[config.mk]
export PLATFORM = sky130hd
export DESIGN_NAME = tam_scale
export DESIGN_NICKNAME = d
export VERILOG_FILES = /design/src/hdl/tam_pkg.sv /design/src/hdl/tam_scale.sv
export SDC_FILE = /design/constraint.sdc
export NUM_CORES = 1
export LEC_CHECK = 0
export ABC_AREA = 0
export CAP_MARGIN = 40
export CORE_MARGIN = 1.5
export CORE_UTILIZATION = 61
export DETAILED_ROUTE_END_ITERATION = 10
export DONT_BUFFER_PORTS = 1
export GPL_TIMING_DRIVEN = 0
export MAX_ROUTING_LAYER = met4
export PLACE_DENSITY = 0.77
export RECOVER_POWER = 100
export SYNTH_ARGS = -nofsm -noshare
export SYNTH_HDL_FRONTEND = slang
export SYNTH_SLANG_ARGS = --single-unit
[constraint.sdc]
create_clock -name clock -period 10.05 [get_ports clock]
set_input_delay 0.5025 -clock clock [delete_from_list [all_inputs] [get_ports clock]]
set_output_delay 0.5025 -clock clock [all_outputs]
set_load 0.01 [all_outputs]
[src/hdl/tam_pkg.sv]
// Shared types, constants and helper functions of the tilt-angle monitor.
package tam_pkg;

   // Angle accumulator: degrees with 16 fraction bits, room for a half turn plus rotation.
   localparam int ACC_W = 26;
   localparam int MAX_STEPS = 24;
   localparam logic signed [ACC_W-1:0] HALF_TURN = 26'sd11796480;

   // Configuration register indexes.
   localparam logic [2:0] CSR_ANGLE_GAIN  = 3'd0;
   localparam logic [2:0] CSR_TEMP_GAIN   = 3'd1;
   localparam logic [2:0] CSR_TEMP_BIAS   = 3'd2;
   localparam logic [2:0] CSR_REF_ANGLE_X = 3'd3;
   localparam logic [2:0] CSR_REF_ANGLE_Y = 3'd4;
   localparam logic [2:0] CSR_REF_ANGLE_Z = 3'd5;
   localparam logic [2:0] CSR_TILT_LIMIT  = 3'd6;

   typedef struct packed {
      logic signed [11:0] accel_x;
      logic signed [11:0] accel_y;
      logic signed [11:0] accel_z;
      logic signed [11:0] temp_raw;
   } tam_req_type;

   typedef struct packed {
      logic signed [15:0] angle_x;
      logic signed [15:0] angle_y;
      logic signed [15:0] angle_z;
      logic signed [15:0] temp_fahrenheit;
      logic signed [15:0] tilt_x;
      logic signed [15:0] tilt_y;
      logic signed [15:0] tilt_z;
      logic               moved;
   } tam_rsp_type;

   // Arctangent of 2^-i in degrees with 16 fraction bits, rounded to nearest.
   function automatic logic signed [ACC_W-1:0] atan_deg(input int i);
      logic signed [ACC_W-1:0] r;
      case (i)
         0:  r = 26'sd2949120;
         1:  r = 26'sd1740967;
         2:  r = 26'sd919879;
         3:  r = 26'sd466945;
         4:  r = 26'sd234379;
         5:  r = 26'sd117304;
         6:  r = 26'sd58666;
         7:  r = 26'sd29335;
         8:  r = 26'sd14668;
         9:  r = 26'sd7334;
         10: r = 26'sd3667;
         11: r = 26'sd1833;
         12: r = 26'sd917;
         13: r = 26'sd458;
         14: r = 26'sd229;
         15: r = 26'sd115;
         16: r = 26'sd57;
         17: r = 26'sd29;
         18: r = 26'sd14;
         19: r = 26'sd7;
         20: r = 26'sd4;
         21: r = 26'sd2;
         22: r = 26'sd1;
         default: r = '0;
      endcase
      return r;
   endfunction

   // Saturate a wide signed value to 16 bits.
   function automatic logic signed [15:0] sat16(input logic signed [39:0] v);
      logic signed [15:0] r;
      if (v > 40'sd32767) begin
         r = 16'sh7fff;
      end else if (v < -40'sd32768) begin
         r = 16'sh8000;
      end else begin
         r = v[15:0];
      end
      return r;
   endfunction

endpackage

[src/hdl/tam_scale.sv]
// Per-axis angle gain, saturation and tilt against the reference, three stages.
module tam_scale (
   input  logic                              clock,
   input  logic                              advance,
   input  logic signed [tam_pkg::ACC_W-1:0]  acc,
   input  logic [15:0]                       gain,
   input  logic signed [15:0]                ref_angle,
   output logic signed [15:0]                angle,
   output logic signed [15:0]                tilt
);
   import tam_pkg::*;

   localparam int PROD_W = ACC_W + 17;

   logic signed [PROD_W-1:0] prod_ff, prod_in;
   logic signed [PROD_W-1:0] rounded;
   logic signed [15:0]       ang_ff, ang_in;
   logic signed [15:0]       ang_out_ff;
   logic signed [15:0]       tilt_ff, tilt_in;

   // Gain product, then round away the 23 fraction bits and saturate.
   always_comb begin
      prod_in = PROD_W'(acc) * PROD_W'($signed({1'b0, gain}));
      rounded = (prod_ff + PROD_W'(64'sd4194304)) >>> 23;
      ang_in  = sat16(40'(rounded));
      tilt_in = sat16(40'(ref_angle) - 40'(ang_ff));
   end

   always_ff @(posedge clock) begin
      if (advance) begin
         prod_ff    <= prod_in;
         ang_ff     <= ang_in;
         ang_out_ff <= ang_ff;
         tilt_ff    <= tilt_in;
      end
   end

   assign angle = ang_out_ff;
   assign tilt  = tilt_ff;

endmodule

# Word level (Yosys, flattened, before mapping)
# Index checks and enable logic that the tools add are counted.
[totals]
in_bits = 60
word_cells = 13
ff_bits = 91
[op_classes]
mul = 1
addsub = 2
mux = 2
magnitude_cmp = 4
[op_table]
columns = ["op", "count"]
rows = [
  ["adder 43 x 24 -> 43 bit, second input constant", 1],
  ["multiplier 26 x 17 -> 43 bit", 1],
  ["2-to-1 mux 16 bit", 2],
  ["> comparator 20 x 16 -> 1 bit, second input constant", 1],
  ["< comparator 20 x 16 -> 1 bit, second input constant", 1],
  ["> comparator 17 x 16 -> 1 bit, second input constant", 1],
  ["< comparator 17 x 16 -> 1 bit, second input constant", 1],
  ["subtractor 16 x 16 -> 17 bit", 1],
]

# Depth between registers and ports, before layout
# Gate-level depths: netlist of the first run.
[logic_depth]
word_depth = 3
ltp_mapped = 25
ltp_nobuf = 24

# Worst setup path after synthesis of the first run
# Ideal clock, no wire load.
[synth_path]
kind = "input to register"
start = "in gain[4]"
end = "reg prod_ff[42] (data pin)"
setup_ns = 0.260
t_arrival_ns = 6.372
path_stages = 22
path_slack_ns = 3.418
t_required_ns = 9.790
cell_sequence = "clkbuf_1 -> clkbuf_1 -> nand2_1 -> fa_1 -> fa_1 -> fa_1 -> fa_1 -> inv_1 -> fa_1 -> inv_1 -> fa_1 -> inv_1 -> ha_1 -> and3_1 -> a22o_1 -> a32oi_1 -> and4_1 -> o21ai_2 -> a221o_2 -> a31o_2 -> a31o_1 -> xnor2_1"
[synth_via]
elab_chain_len = 1
[synth_lines]
columns = ["element", "line", "source"]
rows = [
  ["from (decl)", "tam_scale.sv:6", "input logic [15:0] gain,"],
  ["multiplier 26 x 17 -> 43 bit", "tam_scale.sv:23", "prod_in = PROD_W'(acc) * PROD_W'($signed({1'b0, gain}));"],
  ["net prod_in[42]", "tam_scale.sv:15", "logic signed [PROD_W-1:0] prod_ff, prod_in;"],
  ["to (signal assigned)", "tam_scale.sv:31", "prod_ff <= prod_in;"],
  ["to (decl)", "tam_scale.sv:15", ""],
]
# The timed path passes the listed nets, and every way through them passes these cells.
# A chain may end at the register's enable or synchronous reset.

# Final worst setup path of the first run
[layout_path]
start = "in gain[10]"
end = "reg prod_ff[39] (data pin)"
# The elaborated chain is that of the path after synthesis.

==> qor.csv, run 1 <==
stage;metric;value;unit
synthesis;syn_area_per_cell;9.60;µm²
sta;Rel. slew slack;0.391;
worst_setup_path;R2R depth;13;
sta;# setup viols final;0;
placement;GP Congestion;0.962;
synthesis;async set-or-reset flop fraction in the synthesized netlist;0;
floorplanning;Die ar.;29900;µm²
synthesis;Synth top area share;0.459;
sta;Layout Skew;0.00833;ns
drt;DRT antenna net count;0;
global_routing;GRT Residual Overflow;0;
drt;DRT Pass-1 Iters;6;
sta;PnR worst setup slack;1.35;ns
clocking;CTS clk-pin slew, worst paths;0.06;ns
worst_setup_path;Slowest cell on crit path;nor3_1;
placement;hpwl dp;36.3;mm
global_routing;Tot GR Track Use;0.322;
global_routing;vias in the first global route;13700;
worst_setup_path;Critical Path Start Type;primary input;
worst_setup_path;Reg-to-Reg Start;ang_ff[0];
clocking;CTS root buffer;clkbuf_16;
floorplanning;starting density of the core;0.618;
synthesis;Yosys top cell by area;fa_1;
sta;Final Cycle Share;0.866;
worst_setup_path;CP required;10.13;ns
worst_setup_path;top fanout value on the critical path;10;
synthesis;most frequent cell after synthesis;inv_1;
drt;DR WL/cell;19.4;µm
placement;Setup WS pre-CTS;1.68;ns
drt;vias per inst;5.59;
clocking;post-cts sizing count;0;
clocking;TritonCTS clock tree;built;
drt;via count;12500;
worst_setup_path;Arrival @ worst endpoint;8.78;ns
synthesis;YS warnings;0;
drt;Initial DRC Count;980;
sta;fin. max-slew vios;0;
worst_hold_path;HP Class;in2reg;
floorplanning;Die Y;173;µm
global_routing;global-route wire length before repair;71.8;mm
clocking;Post-CTS Setup Inserts;0;
placement;PortBufs;0;
floorplanning;io pins;92;
synthesis;top cells by area, synth;fa_1, edfxtp_1, inv_1;
layout;share of cells above drive strength 1;0.0113;
worst_setup_path;R2R setup slack;6.09;ns
sta;RSZ-0062 raised after global routing;no;
clocking;CTS Buf Count;9;
synthesis;Syn Inst Count;1837;
floorplanning;core area;28500;µm²
synthesis;Post-synth top cells;inv_1, fa_1, nand2_1, and2_1, ha_1;
sta;post-layout min period;8.70;ns
global_routing;antenna violations before repair;0;
clocking;clock sinks;69;
worst_setup_path;Worst Path Class, Setup;in2reg;
clocking;Hold Buf Count CTS;0;
worst_setup_path;slowest stage delay, CP;0.74;ns
placement;Post-DP Area;18100;µm²
layout;Multi-input gate area;13400;µm²
synthesis;ys flop type;edfxtp_1;
worst_setup_path;critical path launch point;gain[10];
global_routing;largest net degree at the start of global routing;70;
drt;DRC;0;
layout;Filler cells;2391;
layout;Non-Filler Instances;2241;
clocking;Worst-Skew Late Latency;0.33;ns
sta;fmax;0.115;GHz
synthesis;post-synthesis instance area;17600;µm²
worst_setup_path;Setup crit end;prod_ff[39];
floorplanning;row cnt;62;
synthesis;Seq/Total Area, Yosys;0.117;
layout;# nets final;2433;
clocking;H-tree depth;3;
sta;setup_tns;0;ns
synthesis;Synthesized Nets;2421;
outcome;status;completed;
placement;Inst Count DP;2222;
synthesis;post-synthesis register bit count;69;
floorplanning;Die X;173;µm
worst_setup_path;Worst path most repeated cell;fa_1;
layout;Area growth, synth to finish;4.36;%
worst_setup_path;worst flop-to-flop path endpoint;tilt[3];
sta;slew of the pin with the lowest slew margin;0.904;ns
sta;final hold violation count;0;
layout;Design Area, Final;18400;µm²
worst_setup_path;crit end category;register;
clocking;clock tree buffer depth;2;
drt;final WL;43.5;mm
job;total of max-cap violations;0;
synthesis;number of flops mapped to enable cells by yosys;69;
layout;register area;2070;µm²
synthesis;Synth cell types;56;
worst_setup_path;cells along the critical path;clkbuf_1, clkbuf_1, nand2_1, fa_1, inv_1, fa_1, inv_1, fa_1, inv_1, fa_1, fa_1, inv_1, fa_1, inv_1, ha_1, nand4_1, nor3_1, o2111ai_1, and4_1, o21ai_0, a221o_1, a31oi_1, a311o_1;
==> layout make-up <==
cell class / instances / area share
multi-input combinational: 1219 / 0.731
sequential: 69 / 0.113
inverter: 481 / 0.0981
tap: 384 / 0.0261
buffer: 68 / 0.0139
clock buffer: 9 / 0.0122
clock inverter: 7 / 0.00530
timing repair buffer: 1 / 0.000816
antenna: 3 / 0.000408
==> through the flow <==
stage                     utilization  hold WS [ns]
after floorplan                     -         0.426
after global placement          0.635         0.432
after detailed placement        0.635         0.436
after CTS                       0.646         0.277
after global routing            0.644         0.259
final                           0.645         0.279
==> state kept, by name, indices dropped and copies added, names as in the netlist <==
register,cells
prod_ff,21
ang_ff,16
angle,16
tilt,16
==> critical path: cells and delay by family <==
family	cells	cell delay (ns)
AND/OR/NAND/NOR	4	1.50
AO/OA/AOI/OAI	5	2.15
adder cells (fa/ha/maj)	7	3.26
buffers and inverters	7	1.34
==> routing by layer <==
layer	wire [µm]	share of wire	GRT usage
met1	17600	0.41	0.431
met3	4770	0.11	0.0895
met2	20100	0.46	0.494
met5	0	0	-
met4	964	0.022	0.0725
==> cells in the final DEF, fill, tap and decap left out, types with 3 or more instances in the layout <==
| cell type | n |
|---|---|
| o21bai_1 | 4 |
| diode_2 | 3 |
| nor2b_1 | 6 |
| edfxtp_1 | 69 |
| nor2_1 | 21 |
| nand3_1 | 18 |
| clkbuf_16 | 9 |
| o21a_1 | 6 |
| inv_1 | 481 |
| xor2_1 | 20 |
| nor3_1 | 11 |
| a31oi_1 | 4 |
| xnor2_1 | 35 |
| o21ai_0 | 31 |
| a21oi_1 | 25 |
| clkbuf_1 | 67 |
| o211ai_1 | 3 |
| ha_1 | 120 |
| fa_1 | 404 |
| nand2b_1 | 5 |
| a21o_1 | 13 |
| nor4b_1 | 3 |
| nand2_1 | 256 |
| and3_1 | 7 |
| maj3_1 | 14 |
| nand4_1 | 4 |
| a211oi_1 | 7 |
| and2_1 | 175 |
==> logic make-up after synthesis <==
kind of cell | after synthesis | synth area share
and+or+nand+nor | 515 | 0.143
muxes | 1 | 0.000568
xor gates and xnor gates | 55 | 0.0273
adders and majority gates | 539 | 0.553
buffers and inverters | 549 | 0.117
DFF | 69 | 0.117
AOI/OAI and AO/OA | 109 | 0.0418
==> worst min-delay path by stage <==
stage	cells past startpoint	to	from
floorplan	0	angle[10]	ang_ff[10]
global placement	0	angle[1]	ang_ff[1]
detailed placement	0	angle[12]	ang_ff[12]
CTS	0	tilt[0]	advance
global route	0	tilt[0]	advance
finish	0	tilt[15]	advance
Power of run 1 is not shown: default switching activity piles up to over one toggle a cycle in this logic, so the estimate is an artifact.
==> inputs of run 2 (changes only) <==
--- a/config.mk
+++ b/config.mk
@@ -14,7 +14,7 @@
 export GPL_TIMING_DRIVEN = 0
 export MAX_ROUTING_LAYER = met4
 export PLACE_DENSITY = 0.77
-export RECOVER_POWER = 100
+export RECOVER_POWER = 50
 export SYNTH_ARGS = -nofsm -noshare
 export SYNTH_HDL_FRONTEND = slang
 export SYNTH_SLANG_ARGS = --single-unit
==> run 2 against run 1 <==
Compared with the run above: die area unchanged; global-route usage unchanged; clock-buffer cell count did not move; final area rose by 0.31%; critical path depth unchanged; sequential cell count unchanged; largest cell class unchanged; highest routed layer unchanged.
==> qor.csv, run 2 (synthesized netlist as in run 1, its figures left out) <==
stage;metric;value;unit;change
layout;Filler cells;2373;;was 2391
worst_setup_path;top fanout value on the critical path;10;;unchanged
floorplanning;row cnt;62;;unchanged
floorplanning;core area;28500;µm²;unchanged
clocking;clock tree buffer depth;2;;unchanged
layout;Largest register FFs;21;;unchanged
drt;vias per inst;5.58;;was 5.59
worst_setup_path;Worst path depth;23;;unchanged
sta;setup_tns;0;ns;unchanged
global_routing;vias in the first global route;13700;;unchanged
layout;# nets final;2433;;unchanged
placement;PortBufs;0;;unchanged
global_routing;global-route wire length before repair;71.8;mm;unchanged
worst_setup_path;R2R depth;13;;unchanged
placement;GP Congestion;0.962;;unchanged
drt;DR WL/cell;19.4;µm;about the same
placement;hpwl dp;36.3;mm;unchanged
clocking;Post-CTS Setup Inserts;0;;unchanged
global_routing;Tot GR Track Use;0.322;;unchanged
clocking;Worst-Skew Late Latency;0.33;ns;about the same
sta;slew of the pin with the lowest slew margin;0.877;ns;was 0.904 ns
worst_setup_path;Critical Path Start Type;primary input;;unchanged
sta;final hold violation count;0;;unchanged
clocking;TritonCTS clock tree;built;;unchanged
worst_hold_path;HP Class;in2reg;;unchanged
sta;Layout Skew;0.00789;ns;was 0.00833 ns
worst_setup_path;Arrival @ worst endpoint;8.34;ns;was 8.78 ns
layout;register with the most flip-flops;prod_ff;;unchanged
worst_setup_path;crit end category;register;;unchanged
worst_setup_path;CP required;10.13;ns;about the same
worst_setup_path;Slowest cell on crit path;nor3_1;;unchanged
sta;Rel. slew slack;0.411;;was 0.391
outcome;status;completed;;unchanged
global_routing;GRT Residual Overflow;0;;unchanged
layout;most frequent cells in the layout;inv_1, fa_1, nand2_1;;unchanged
layout;share of cells above drive strength 1;0.0194;;was 0.0113
clocking;Hold Buf Count CTS;0;;unchanged
floorplanning;starting density of the core;0.618;;unchanged
drt;via count;12500;;about the same
floorplanning;Die Y;173;µm;unchanged
global_routing;largest net degree at the start of global routing;70;;unchanged
floorplanning;io pins;92;;unchanged
worst_setup_path;Largest delay share family, worst path;adder cells;;unchanged
clocking;CTS clk-pin slew, worst paths;0.06;ns;about the same
sta;post-layout min period;8.26;ns;was 8.70 ns
floorplanning;Die X;173;µm;unchanged
sta;fin. max-slew vios;0;;unchanged
clocking;post-cts sizing count;0;;unchanged
worst_hold_path;worst hold stages;0;;unchanged
worst_setup_path;Worst path most repeated cell;fa_1;;unchanged
clocking;H-tree depth;3;;unchanged
global_routing;antenna violations before repair;0;;unchanged
drt;Initial DRC Count;1077;;was 980
drt;final WL;43.5;mm;about the same
job;total of max-cap violations;0;;unchanged
clocking;CTS root buffer;clkbuf_16;;unchanged
sta;fmax;0.121;GHz;was 0.115 GHz
worst_setup_path;slowest stage delay, CP;0.75;ns;was 0.74 ns
clocking;CTS Buf Count;9;;unchanged
sta;# setup viols final;0;;unchanged
worst_setup_path;Bufs and invs on worst path;7;;unchanged
layout;commonest non-fill, non-tap cell in the layout;inv_1;;unchanged
worst_setup_path;cells along the critical path;clkbuf_1, clkbuf_1, nand2_1, fa_1, inv_1, fa_1, inv_1, fa_1, inv_1, fa_1, fa_1, inv_1, fa_1, inv_1, ha_1, nand4_1, nor3_1, o2111ai_1, and4_1, o21ai_2, a221o_2, a31oi_2, a311o_1;;was clkbuf_1, clkbuf_1, nand2_1, fa_1, inv_1, fa_1, inv_1, fa_1, inv_1, fa_1, fa_1, inv_1, fa_1, inv_1, ha_1, nand4_1, nor3_1, o2111ai_1, and4_1, o21ai_0, a221o_1, a31oi_1, a311o_1
worst_setup_path;Worst Path Class, Setup;in2reg;;unchanged
layout;Area growth, synth to finish;4.68;%;was 4.36%
drt;DRT Pass-1 Iters;5;;was 6
drt;DRC;0;;unchanged
clocking;clock sinks;69;;unchanged
floorplanning;Die ar.;29900;µm²;unchanged
drt;DRT antenna net count;0;;unchanged
sta;RSZ-0062 raised after global routing;no;;unchanged
sta;Final Cycle Share;0.822;;was 0.866
## run 2: cell count changes in the layout (fill, tap and decap cells not counted), sizes merged
cell | previous run | this run
clkbuf | 76 | 75
buf | 2 | 3
## run 2: final timing paths
kind / startpoint / end / slack (ns)
worst min register to register: ang_ff[4] / angle[4] / 0.45
worst max register to register: ang_ff[0] / tilt[1] / 6.61
worst max-delay path: gain[10] / prod_ff[39] / 1.79
worst min-delay path: advance / tilt[15] / 0.28
## run 2: per-layer routing
layer	vias up	track usage	share of wire
met5	-	-	0
li1	5428	-	-
met3	83	0.0895	0.11
met4	0	0.0725	0.024
met2	606	0.494	0.46
met1	6387	0.431	0.40
## run 2: stage by stage
stage | worst slack, ns | hold slack, ns | cells | cell area [µm²] | utilization
after CTS | 2.01 | 0.277 | 2238 | 18500 | 0.646
after floorplan | 3.42 | 0.426 | 1837 | 17600 | -
after detailed placement | 1.68 | 0.436 | 2222 | 18100 | 0.635
final | 1.79 | 0.275 | 2241 | 18500 | 0.647
after global routing | 1.53 | 0.259 | 2238 | 18500 | 0.646
after global placement | 1.77 | 0.432 | 2221 | 18100 | 0.635
## run 2: cell type report
class	instances	area, µm²	share of cell area
Clock buffer	9	225	0.0122
Clock inverter	7	97.6	0.00529
Timing Repair Buffer	1	15.0	0.000813
Inverter	481	1810	0.0978
Sequential cell	69	2070	0.112
Antenna cell	3	7.51	0.000407
Multi-Input combinational cell	1219	13500	0.731
Buffer	68	264	0.0143
Tap cell	384	480	0.0260
Power of run 2 is left out for the same reason.
